<file path="config.mk">
export PLATFORM = sky130hd
export DESIGN_NAME = radix_string_converter
export DESIGN_NICKNAME = d
export VERILOG_FILES = /design/src/rtl/core/rsc_pkg.sv /design/src/rtl/core/radix_string_converter.sv /design/src/rtl/core/rsc_accum.sv /design/src/rtl/core/rsc_convert.sv
export SDC_FILE = /design/constraint.sdc
export NUM_CORES = 1
export LEC_CHECK = 0
export BUFFER_PORTS_ARGS = -buffer_cell sky130_fd_sc_hd__clkbuf_2
export CAP_MARGIN = 10
export CELL_PAD_IN_SITES_DETAIL_PLACEMENT = 1
export CELL_PAD_IN_SITES_GLOBAL_PLACEMENT = 2
export CORE_MARGIN = 3
export CORE_UTILIZATION = 42
export CTS_CLUSTER_DIAMETER = 200
export DETAILED_ROUTE_END_ITERATION = 12
export PLACE_DENSITY_LB_ADDON = 0.1
export SYNTH_ARGS = -nofsm -noshare
export SYNTH_HDL_FRONTEND = slang
export SYNTH_SLANG_ARGS = --single-unit
</file>
<file path="constraint.sdc">
create_clock -name clock -period 4.5 [get_ports clock]
set_clock_uncertainty 0.05 [all_clocks]
set_input_delay 0.225 -clock clock [delete_from_list [all_inputs] [get_ports clock]]
set_output_delay 0.225 -clock clock [all_outputs]
set_load 0.02 [all_outputs]
</file>
<file path="src/rtl/core/rsc_pkg.sv">
// Shared constants, types and functions of the radix string converter.
`timescale 1ns / 1ps

package rsc_pkg;

   localparam int VALUE_BITS_DEF = 31;
   localparam int MAX_DIGITS_DEF = 32;

   localparam int CHAR_W  = 8;
   localparam int RADIX_W = 2;
   localparam int DIGIT_W = 4;
   localparam int CSR_W   = 2;

   localparam logic [RADIX_W-1:0] RADIX_BIN = 2'd0;
   localparam logic [RADIX_W-1:0] RADIX_B5  = 2'd1;
   localparam logic [RADIX_W-1:0] RADIX_OCT = 2'd2;
   localparam logic [RADIX_W-1:0] RADIX_HEX = 2'd3;

   localparam logic [CSR_W-1:0] CSR_IN_RADIX  = 2'd0;
   localparam logic [CSR_W-1:0] CSR_OUT_RADIX = 2'd1;

   localparam logic [CHAR_W-1:0] CHAR_ZERO = 8'h30;
   localparam logic [CHAR_W-1:0] CHAR_ONE  = 8'h31;
   localparam logic [CHAR_W-1:0] CHAR_NINE = 8'h39;
   localparam logic [CHAR_W-1:0] CHAR_UP_A = 8'h41;
   localparam logic [CHAR_W-1:0] CHAR_UP_F = 8'h46;
   localparam logic [CHAR_W-1:0] CHAR_LO_A = 8'h61;
   localparam logic [CHAR_W-1:0] CHAR_LO_F = 8'h66;

   typedef struct packed {
      logic start;
      logic err;
   } acc_ctl_type;

   function automatic logic [CHAR_W-1:0] digit_ascii(input logic [DIGIT_W-1:0] dv);
      logic [CHAR_W-1:0] ch;
      if (dv < 4'd10) begin
         ch = CHAR_ZERO + {4'd0, dv};
      end else begin
         ch = CHAR_UP_A + {4'd0, dv} - 8'd10;
      end
      return ch;
   endfunction

endpackage

</file>
<file path="src/rtl/core/radix_string_converter.sv">
// Top level of the radix string converter: stream ports, register file and block wiring.
`timescale 1ns / 1ps

// Takes one number as ASCII characters, most significant first, in the input
// radix held by register 0 (0 binary, 1 base 5, 2 octal, 3 hex), and after the
// character marked by req_tlast sends the value as ASCII digits in the output
// radix held by register 1, most significant digit first, upper-case hex, with
// rsp_tlast on the final digit. An invalid digit (binary input reads any
// character but 1 as 0), a value above 2^VALUE_BITS - 1 or more than
// MAX_DIGITS digits gives one item with rsp_tdata 0 and rsp_tuser set instead.
// Characters before the last are accepted back to back. After the last one the
// serial converter runs: binary, octal and hex output peel one digit per cycle,
// base 5 output runs a bit-serial divide per digit; each digit then passes the
// digit memory read, the output register load and SEND, waiting on rsp_tready.
// No character is taken from the last one until the final result transfer.
module radix_string_converter #(
   parameter int VALUE_BITS = rsc_pkg::VALUE_BITS_DEF,
   parameter int MAX_DIGITS = rsc_pkg::MAX_DIGITS_DEF
) (
   input  logic                             clock,
   input  logic                             reset,
   input  logic                             req_tvalid,
   output logic                             req_tready,
   input  logic [rsc_pkg::CHAR_W-1:0]       req_tdata,   // char_in
   input  logic                             req_tlast,
   output logic                             rsp_tvalid,
   input  logic                             rsp_tready,
   output logic [rsc_pkg::CHAR_W-1:0]       rsp_tdata,   // digit_char
   output logic                             rsp_tlast,
   output logic                             rsp_tuser,   // bad_input
   input  logic                             csr_valid,
   output logic                             csr_ready,
   input  logic [rsc_pkg::CSR_W-1:0]        csr_index,
   input  logic [rsc_pkg::RADIX_W-1:0]      csr_wdata
);

   logic [rsc_pkg::RADIX_W-1:0] in_radix_ff, in_radix_in;
   logic [rsc_pkg::RADIX_W-1:0] out_radix_ff, out_radix_in;

   logic                        req_accept;
   logic                        conv_busy;
   logic [VALUE_BITS-1:0]       acc_value;
   rsc_pkg::acc_ctl_type        acc_ctl;

   assign csr_ready  = 1'b1;
   assign req_tready = !acc_ctl.start && !conv_busy;
   assign req_accept = req_tvalid && req_tready;

   always_comb begin
      in_radix_in  = in_radix_ff;
      out_radix_in = out_radix_ff;
      if (csr_valid) begin
         case (csr_index)
            rsc_pkg::CSR_IN_RADIX:  in_radix_in  = csr_wdata;
            rsc_pkg::CSR_OUT_RADIX: out_radix_in = csr_wdata;
            default: begin
               in_radix_in = in_radix_ff;
            end
         endcase
      end
   end

   always_ff @(posedge clock) begin
      if (reset) begin
         in_radix_ff  <= rsc_pkg::RADIX_HEX;
         out_radix_ff <= rsc_pkg::RADIX_BIN;
      end else begin
         in_radix_ff  <= in_radix_in;
         out_radix_ff <= out_radix_in;
      end
   end

   rsc_accum #(
      .VALUE_BITS (VALUE_BITS)
   ) u_accum (
      .clock     (clock),
      .reset     (reset),
      .accept    (req_accept),
      .char_in   (req_tdata),
      .last_char (req_tlast),
      .in_radix  (in_radix_ff),
      .value     (acc_value),
      .ctl       (acc_ctl)
   );

   rsc_convert #(
      .VALUE_BITS (VALUE_BITS),
      .MAX_DIGITS (MAX_DIGITS)
   ) u_convert (
      .clock      (clock),
      .reset      (reset),
      .ctl        (acc_ctl),
      .value      (acc_value),
      .out_radix  (out_radix_ff),
      .busy       (conv_busy),
      .rsp_tvalid (rsp_tvalid),
      .rsp_tready (rsp_tready),
      .rsp_tdata  (rsp_tdata),
      .rsp_tlast  (rsp_tlast),
      .rsp_tuser  (rsp_tuser)
   );

endmodule

</file>
<file path="src/rtl/core/rsc_accum.sv">
// Character decoder and value accumulator with overflow detection.
`timescale 1ns / 1ps

module rsc_accum #(
   parameter int VALUE_BITS = rsc_pkg::VALUE_BITS_DEF
) (
   input  logic                             clock,
   input  logic                             reset,
   input  logic                             accept,
   input  logic [rsc_pkg::CHAR_W-1:0]       char_in,
   input  logic                             last_char,
   input  logic [rsc_pkg::RADIX_W-1:0]      in_radix,
   output logic [VALUE_BITS-1:0]            value,
   output rsc_pkg::acc_ctl_type             ctl
);

   localparam int PW = VALUE_BITS + 4;

   logic [VALUE_BITS-1:0] acc_ff, acc_in;
   logic                  err_ff, err_in;
   logic                  start_ff, start_in;

   logic                        is_num, is_up, is_lo, dig_ok;
   logic [rsc_pkg::DIGIT_W-1:0] dig;
   logic [PW-1:0]               acc_ext, prod;

   always_comb begin
      is_num = (char_in >= rsc_pkg::CHAR_ZERO) && (char_in <= rsc_pkg::CHAR_NINE);
      is_up  = (char_in >= rsc_pkg::CHAR_UP_A) && (char_in <= rsc_pkg::CHAR_UP_F);
      is_lo  = (char_in >= rsc_pkg::CHAR_LO_A) && (char_in <= rsc_pkg::CHAR_LO_F);
      acc_ext = {4'd0, acc_ff};
      dig    = char_in[3:0];
      dig_ok = 1'b0;
      prod   = acc_ext;
      case (in_radix)
         rsc_pkg::RADIX_BIN: begin
            dig    = (char_in == rsc_pkg::CHAR_ONE) ? 4'd1 : 4'd0;
            dig_ok = 1'b1;
            prod   = (acc_ext << 1) + {{(PW-4){1'b0}}, dig};
         end
         rsc_pkg::RADIX_B5: begin
            dig_ok = is_num && (char_in[3:0] < 4'd5);
            prod   = (acc_ext << 2) + acc_ext + {{(PW-4){1'b0}}, dig};
         end
         rsc_pkg::RADIX_OCT: begin
            dig_ok = is_num && (char_in[3:0] < 4'd8);
            prod   = (acc_ext << 3) + {{(PW-4){1'b0}}, dig};
         end
         rsc_pkg::RADIX_HEX: begin
            dig    = is_num ? char_in[3:0] : char_in[3:0] + 4'd9;
            dig_ok = is_num || is_up || is_lo;
            prod   = (acc_ext << 4) + {{(PW-4){1'b0}}, dig};
         end
         default: begin
            dig_ok = 1'b0;
         end
      endcase
   end

   always_comb begin
      acc_in   = acc_ff;
      err_in   = err_ff;
      start_in = 1'b0;
      if (start_ff) begin
         acc_in = '0;
         err_in = 1'b0;
      end else if (accept) begin
         start_in = last_char;
         if (!dig_ok || (|prod[PW-1:VALUE_BITS])) begin
            err_in = 1'b1;
         end else begin
            acc_in = prod[VALUE_BITS-1:0];
         end
      end
   end

   always_ff @(posedge clock) begin
      if (reset) begin
         acc_ff   <= '0;
         err_ff   <= 1'b0;
         start_ff <= 1'b0;
      end else begin
         acc_ff   <= acc_in;
         err_ff   <= err_in;
         start_ff <= start_in;
      end
   end

   assign value     = acc_ff;
   assign ctl.start = start_ff;
   assign ctl.err   = err_ff;

endmodule

</file>
<file path="src/rtl/core/rsc_convert.sv">
// Serial radix converter: digit extraction, digit memory and result output register.
`timescale 1ns / 1ps

module rsc_convert #(
   parameter int VALUE_BITS = rsc_pkg::VALUE_BITS_DEF,
   parameter int MAX_DIGITS = rsc_pkg::MAX_DIGITS_DEF
) (
   input  logic                             clock,
   input  logic                             reset,
   input  rsc_pkg::acc_ctl_type             ctl,
   input  logic [VALUE_BITS-1:0]            value,
   input  logic [rsc_pkg::RADIX_W-1:0]      out_radix,
   output logic                             busy,
   output logic                             rsp_tvalid,
   input  logic                             rsp_tready,
   output logic [rsc_pkg::CHAR_W-1:0]       rsp_tdata,
   output logic                             rsp_tlast,
   output logic                             rsp_tuser
);

   localparam int BW = $clog2(VALUE_BITS);
   localparam int NW = $clog2(MAX_DIGITS + 1);
   localparam int AW = $clog2(MAX_DIGITS);

   localparam logic [2:0] S_IDLE  = 3'd0;
   localparam logic [2:0] S_POW2  = 3'd1;
   localparam logic [2:0] S_DIV5  = 3'd2;
   localparam logic [2:0] S_FETCH = 3'd3;
   localparam logic [2:0] S_LOAD  = 3'd4;
   localparam logic [2:0] S_SEND  = 3'd5;

   logic [2:0]                  state_ff, state_in;
   logic [VALUE_BITS-1:0]       val_ff, val_in;
   logic [2:0]                  rem_ff, rem_in;
   logic [BW-1:0]               bcnt_ff, bcnt_in;
   logic [NW-1:0]               cnt_ff, cnt_in;
   logic [AW-1:0]               idx_ff, idx_in;
   logic                        valid_ff, valid_in;
   logic [rsc_pkg::CHAR_W-1:0]  data_ff, data_in;
   logic                        last_ff, last_in;
   logic                        bad_ff, bad_in;

   logic [rsc_pkg::DIGIT_W-1:0] digit_store_ff [MAX_DIGITS];
   logic [rsc_pkg::DIGIT_W-1:0] rd_data_ff;

   logic [rsc_pkg::DIGIT_W-1:0] dig;
   logic [VALUE_BITS-1:0]       val_next;
   logic                        dig_done;
   logic [3:0]                  trial;
   logic                        ge5;
   logic [2:0]                  rem_next;
   logic [NW-1:0]               cnt_next;

   always_comb begin
      trial    = {rem_ff, val_ff[VALUE_BITS-1]};
      ge5      = (trial >= 4'd5);
      rem_next = ge5 ? 3'(trial - 4'd5) : trial[2:0];
      cnt_next = cnt_ff + 1'b1;
      dig      = '0;
      val_next = val_ff;
      dig_done = 1'b0;
      if (state_ff == S_POW2) begin
         dig_done = 1'b1;
         case (out_radix)
            rsc_pkg::RADIX_BIN: begin
               dig      = {3'd0, val_ff[0]};
               val_next = val_ff >> 1;
            end
            rsc_pkg::RADIX_OCT: begin
               dig      = {1'b0, val_ff[2:0]};
               val_next = val_ff >> 3;
            end
            default: begin
               dig      = val_ff[3:0];
               val_next = val_ff >> 4;
            end
         endcase
      end else if (state_ff == S_DIV5) begin
         val_next = {val_ff[VALUE_BITS-2:0], ge5};
         dig      = {1'b0, rem_next};
         dig_done = (bcnt_ff == BW'(VALUE_BITS - 1));
      end
   end

   always_comb begin
      state_in = state_ff;
      val_in   = val_ff;
      rem_in   = rem_ff;
      bcnt_in  = bcnt_ff;
      cnt_in   = cnt_ff;
      idx_in   = idx_ff;
      valid_in = valid_ff;
      data_in  = data_ff;
      last_in  = last_ff;
      bad_in   = bad_ff;
      case (state_ff)
         S_IDLE: begin
            if (ctl.start) begin
               if (ctl.err) begin
                  data_in  = '0;
                  last_in  = 1'b1;
                  bad_in   = 1'b1;
                  valid_in = 1'b1;
                  state_in = S_SEND;
               end else begin
                  val_in   = value;
                  rem_in   = '0;
                  bcnt_in  = '0;
                  cnt_in   = '0;
                  state_in = (out_radix == rsc_pkg::RADIX_B5) ? S_DIV5 : S_POW2;
               end
            end
         end
         S_POW2, S_DIV5: begin
            val_in  = val_next;
            rem_in  = rem_next;
            bcnt_in = bcnt_ff + 1'b1;
            if (dig_done) begin
               cnt_in  = cnt_next;
               rem_in  = '0;
               bcnt_in = '0;
               if (val_next == '0) begin
                  idx_in   = cnt_ff[AW-1:0];
                  state_in = S_FETCH;
               end else if (cnt_next == NW'(MAX_DIGITS)) begin
                  data_in  = '0;
                  last_in  = 1'b1;
                  bad_in   = 1'b1;
                  valid_in = 1'b1;
                  state_in = S_SEND;
               end
            end
         end
         S_FETCH: begin
            state_in = S_LOAD;
         end
         S_LOAD: begin
            data_in  = rsc_pkg::digit_ascii(rd_data_ff);
            last_in  = (idx_ff == '0);
            bad_in   = 1'b0;
            valid_in = 1'b1;
            state_in = S_SEND;
         end
         S_SEND: begin
            if (rsp_tready) begin
               valid_in = 1'b0;
               if (last_ff) begin
                  state_in = S_IDLE;
               end else begin
                  idx_in   = idx_ff - 1'b1;
                  state_in = S_FETCH;
               end
            end
         end
         default: begin
            state_in = S_IDLE;
            valid_in = 1'b0;
         end
      endcase
   end

   always_ff @(posedge clock) begin
      if (reset) begin
         state_ff <= S_IDLE;
         valid_ff <= 1'b0;
         cnt_ff   <= '0;
         bcnt_ff  <= '0;
      end else begin
         state_ff <= state_in;
         valid_ff <= valid_in;
         cnt_ff   <= cnt_in;
         bcnt_ff  <= bcnt_in;
      end
   end

   always_ff @(posedge clock) begin
      val_ff  <= val_in;
      rem_ff  <= rem_in;
      idx_ff  <= idx_in;
      data_ff <= data_in;
      last_ff <= last_in;
      bad_ff  <= bad_in;
   end

   always_ff @(posedge clock) begin
      if (dig_done) begin
         digit_store_ff[cnt_ff[AW-1:0]] <= dig;
      end
      rd_data_ff <= digit_store_ff[idx_ff];
   end

   assign busy       = (state_ff != S_IDLE);
   assign rsp_tvalid = valid_ff;
   assign rsp_tdata  = data_ff;
   assign rsp_tlast  = last_ff;
   assign rsp_tuser  = bad_ff;

endmodule

</file>
Word-level counts from Yosys, hierarchy flattened
Memory sizes are Yosys's and may differ from the RTL's. A register that Yosys moved wholly into a read port is not among the register bits.
Cells that the tools add are included.

cells by class
  magnitude comparators = 10
  mux-type cells = 60
  equal/unequal tests = 24
  bitwise gates (word level) = 3
  reduce and logical (&&, ||, !) cells = 37
  add/subtract/negate cells = 13

operator list
  cell                                                                    number
  35-bit case mux with 4 select lines                                     1
  31-bit 2-to-1 mux                                                       4
  35-bit by 4-bit adder with 35-bit output                                2
  31-bit case mux with 2 select lines                                     1
  30-bit case mux with 2 select lines                                     1
  8-bit 2-to-1 mux                                                        6
  34-bit by 4-bit adder with 35-bit output                                1
  5-bit 2-to-1 mux                                                        7
  33-bit by 31-bit adder with 34-bit output                               1
  32-bit by 4-bit adder with 33-bit output                                1
  3-bit 2-to-1 mux                                                        11
  31-bit zero test                                                        1
  8-bit case mux with 3 select lines                                      1
  5-bit case mux with 2 select lines                                      2
  6-bit 2-to-1 mux                                                        3
  8-bit by 7-bit >= comparator with 1-bit output (second input constant)  2
  8-bit by 7-bit <= comparator with 1-bit output (second input constant)  2
  3-bit case mux with 5 select lines                                      1
  2-bit inequality test (second input constant)                           6
  6-bit case mux with 2 select lines                                      1
  1-bit 2-to-1 mux                                                        11
  7-bit by 4-bit adder with 8-bit output (first input constant)           1
  8-bit by 6-bit equality test with 1-bit output (second input constant)  1
  8-bit by 6-bit >= comparator with 1-bit output (second input constant)  1
  other kinds (45)                                                        78

storage, ports and cells
  input bits = 18
  register bits = 101
  logic and storage cells = 163
  RAM bits = 128
  memories = 1

memories
  name                      depth  width  rd ports  clocked after Yosys merged registers in  write ports  RTL line           RTL
  u_convert.digit_store_ff  32     4      1         1                                        1            rsc_convert.sv:43  logic [rsc_pkg::DIGIT_W-1:0] digit_store_ff [MAX_DIGITS];

Longest topological paths before layout
  depth in word-level cells = 9
  gate-level depth with buffers = 16

Modules after synthesis
From an unflattened synthesis, not the netlist that was laid out.

second synthesis, totals
  cells, all modules = 1519
  area total of the unflattened synthesis = 15182.1 um2

by module, submodules not included
  module                  area an instance (um2)  times used  cells an instance
  rsc_convert             9793.1                  1           796
  rsc_accum               5186.2                  1           701
  radix_string_converter  202.7                   1           22

Least setup slack after synthesis
No wires, ideal clock.

  kind = register to register
  start point = reg u_accum.acc_ff[3], in the netlist u_accum.value[3]
  end point = reg u_accum.acc_ff[0], in the netlist u_accum.value[0]
  path slack = 673 ps
  data arrival time = 3681 ps
  setup time = 96 ps
  clock period less this slack = 3827 ps
  required time = 4354 ps
  path buffers = 3
  cell stages (with the launch flop) = 17
  cell sequence = dfxtp_1 -> clkbuf_1 -> inv_1 -> fa_1 -> nor2b_1 -> o31a_1 -> o21ai_1 -> a211o_1 -> a221oi_2 -> and4_1 -> and3_1 -> buf_4 -> nand4_2 -> mux2i_4 -> and2_4 -> buf_6 -> o41ai_2

between the ends
  word-level cells in the longest chain between the ends = 7
  elaborated cells on any way between the ends = 10
  those cells by class = add/sub (5); mux (1); bitwise (1); reduce/logical (3)

ends and longest elaborated chain
  what                                       RTL line         RTL
  start, declared                            rsc_accum.sv:19  logic [VALUE_BITS-1:0] acc_ff, acc_in;
  start signal, assigned                     rsc_accum.sv:83  acc_ff <= acc_in;
  33-bit by 31-bit adder with 34-bit output  rsc_accum.sv:43  prod = (acc_ext << 2) + acc_ext + {{(PW-4){1'b0}}, dig};
  35-bit by 4-bit adder with 35-bit output   rsc_accum.sv:43
  35-bit case mux with 4 select lines *      rsc_accum.sv:35  case (in_radix)
  4-bit OR reduction *                       rsc_accum.sv:69  if (!dig_ok || (|prod[PW-1:VALUE_BITS])) begin
  1-bit logical OR *                         rsc_accum.sv:69
  1-bit inverter (no line) *                 --
  2-bit AND reduction (no line) *            --

Every way passes the cells marked *; elsewhere a longest branch is shown, timed or not.
A chain may end at the register's enable or synchronous reset.

Worst setup path after layout
  start point = reg u_accum.acc_ff[10], in the netlist u_accum.value[10]
  end point = reg u_accum.acc_ff[0], in the netlist u_accum.value[0]

The elaborated chain is that of the path after synthesis.

==> metrics.txt <==
outcome=completed; Crit. End Element=register; chip height=198 microns; drt drc=0; Ys Warns=0; Post-CTS Setup Inserts=0; Synth cell types=96; Syn Area/Cell=a little under 10 sq um; f_max=about 0.24 GHz; register area share after synthesis=41.5%; GRT overflow=0; CP max stage cell=dfxtp_1; CTS sink cnt=roughly 230; Layout Nets=approximately 1,700; Routability Congestion=0.798; mean routed wirelength per cell=around 24 microns; CP max FO=30; CP max stage delay=0.58 ns; Port Buf Inserts=28; DRT Pass-1 Iters=6; vias after detailed routing=~13,000; critical path class=register to register; share of cells above drive strength 1=between 10% and 20%; all-layer global routing usage=around 26%; Final Util=between 40% and 50%; most used cell, CP=a2bb2oi_1; global-route wire length before repair=79,000 microns; CTS tree=done; Tightest Pin Transition=1.15 ns; CP Launch Type=register; R2R cell count=12; RSZ-0062 raised after global routing=no; Reg clk slew, reported paths=about 0.06 ns; fin. max-slew vios=0; Routed WL=around 50,000 microns; Hold Crit Class=input port to register; DR vias/cell=6.17; synthesized netlist cell count=roughly 1,600; setup TNS=0 ns; Tmin final=~4.2 ns; largest cells by area after synthesis=edfxtp_1 (34%), dfxtp_1 (7.3%), mux4_2 (5.8%); Total Power=about 7.3 mW; Tcrit/Tclk final=93.3%; Cell Rows=69; CTS Buf Count=26; Arrival @ worst endpoint=4.60 ns; Post-DRT Antenna Nets=0; Hold Path Stages=4; Post-synth EDFFs=~180; initial antenna violation count=0; leading area contributor after synthesis=edfxtp_1; FFs w/ async S/R, synth=0%; die area=around 40,000 sq um; Final Hold Viols=0; Post-synth top cells=edfxtp_1 (176), nand2_1 (176), nor2_1 (139); H-tree levels=1; hold slack=between 0.04 and 0.05 ns; leak pwr=about 5.9 nW; hpwl dp=between 30,000 and 40,000 microns; Worst EP required=around 4.9 ns; Die Width=a little under 200 microns; Initial Util=43.0%; Max Cap Viol=0; vias in the first global route=about 13,000; Worst slew margin=a little under a quarter; Post-Layout Cell Count=~2,100; Final setup viols=0; post-synth top area share=34.2%; top_reg_cell synth=edfxtp_1; Syn Nets=between 1,500 and 2,000; CP Cell Sequence=ha_1 -> a21o_1 -> a2bb2oi_1 -> o21ai_1 -> a21oi_1 -> a2bb2oi_1 -> and4_1 -> and3_1 -> nand4_2 -> mux2i_4 -> and2_4 -> o41ai_2; dpl cells=~2,000; IO Pins=31; highest ir drop seen on vdd=around 0.26 mV; Iteration-0 DRC Markers=about 1,000; fillers=around 4,000; Power Dens Cells=427 nW/um^2; mapped cell area=~15,000 sq um; Area Overhead vs Synth=10.8%; Root Buffer=clkbuf_16; largest net degree at the start of global routing=39; clock buffer depth=3; synthesized flop and latch total=232; Skew-Pair Late Insertion Delay=0.55 ns; n_diodes=0; Core Region=35,900 sq um
[routing by layer]
| metal | GRT usage [%] | vias up | wire (microns) |
|---|---|---|---|
| li1 | - | 6030 | - |
| met1 | 38.3 | 6474 | 24300 |
| met2 | 40.7 | 300 | 22800 |
| met3 | 2.76 | 48 | 2380 |
| met4 | 4.56 | 0 | 793 |
| met5 | 0 | - | 0 |
[area by class of cell]
| class | instances | area (sq um) | share of cell area, % |
|---|---|---|---|
| Sequential cell | 232 | 6410 | 37.4 |
| Clock inverter | 5 | 36.3 | 0.212 |
| Inverter | 35 | 131 | 0.768 |
| Clock buffer | 43 | 785 | 4.59 |
| Timing Repair Buffer | 102 | 738 | 4.31 |
| Multi-Input combinational cell | 1204 | 8440 | 49.3 |
| Tap cell | 461 | 577 | 3.37 |
[per-stage QoR]
step / cell area, sq um / worst slack [ns]
3_3_place_gp: 16200 / 0.448
2_1_floorplan: 15400 / 0.673
5_1_grt: 17100 / 0.00641
3_5_place_dp: 16200 / 0.351
4_1_cts: 17100 / 0.341
6_report: 17100 / 0.302
[report_power, final]
group / internal (mW) / leakage, nW / total, mW / switching [mW]
clock network: 1.19 / 0.405 / 2.05 / 0.869
logic: 0.762 / 3.49 / 2.12 / 1.36
registers: 2.76 / 2.05 / 3.13 / 0.366
total: 4.71 / 5.94 / 7.30 / 2.59
[worst paths after layout]
check	start	to	slack (ns)
setup / recovery	u_accum.value[10]	u_accum.value[0]	0.30
hold / removal	csr_valid	out_radix_ff[0]	0.05
setup reg to reg	u_accum.value[10]	u_accum.value[0]	0.30
hold reg to reg	u_convert.rsp_tvalid	u_convert.rsp_tvalid	0.47
[registers in the layout (all words and copies together), names as in the netlist, 4 cells and up]
register and cells:
u_convert.cnt_ff 6, u_convert.idx_ff 5, u_convert.val_ff 31, u_convert.digit_store_ff 128
u_accum.value 31, u_convert.rd_data_ff 4, u_convert.rsp_tdata 7, u_convert.bcnt_ff 5
[repair_timing]
| item | in CTS | in global routing |
|---|---|---|
| endpoints found under the setup margin | 0 | 5 |
| endpoints found under the hold margin | 6 | 0 |
| hold buffers | 4 | 0 |
| gates resized for setup | 0 | 1 |
[placed cells by master, fill, tap and decap left out, types with 30 or more instances in the layout]
master and count:
nor3_1 38, mux4_2 40, o21ai_0 65, nand4_1 56, ha_1 53, buf_4 68
a21oi_1 110, nand3_1 47, mux2_2 34, edfxtp_1 176, xnor2_1 42, nor2_1 138
o21ai_1 30, nand2_1 175, inv_1 34, dfxtp_1 56
[logic make-up (layout without fill, tap and decap cells)]
| family | Yosys count | count (layout) | synth area share [%] |
|---|---|---|---|
| xor+xnor | 65 | 65 | 3.69 |
| flops | 232 | 232 | 41.5 |
| mux | 100 | 100 | 10.1 |
| compound gates | 393 | 393 | 16.9 |
| fa+ha+maj | 55 | 55 | 4.55 |
| buf+inv | 153 | 185 | 4.12 |
| other cells | 2 | 2 | 0.0486 |
| simple gates | 589 | 589 | 19.1 |
[critical path: cells and delay by family (launching register included)]
family,cells,cell delay (ns)
AO/OA/AOI/OAI,6,1.74
adder cells (fa/ha/maj),1,0.43
flip-flops,1,0.58
multiplexers,1,0.26
AND/OR/NAND/NOR,4,1.03
Power figures use the tool's default switching activity.
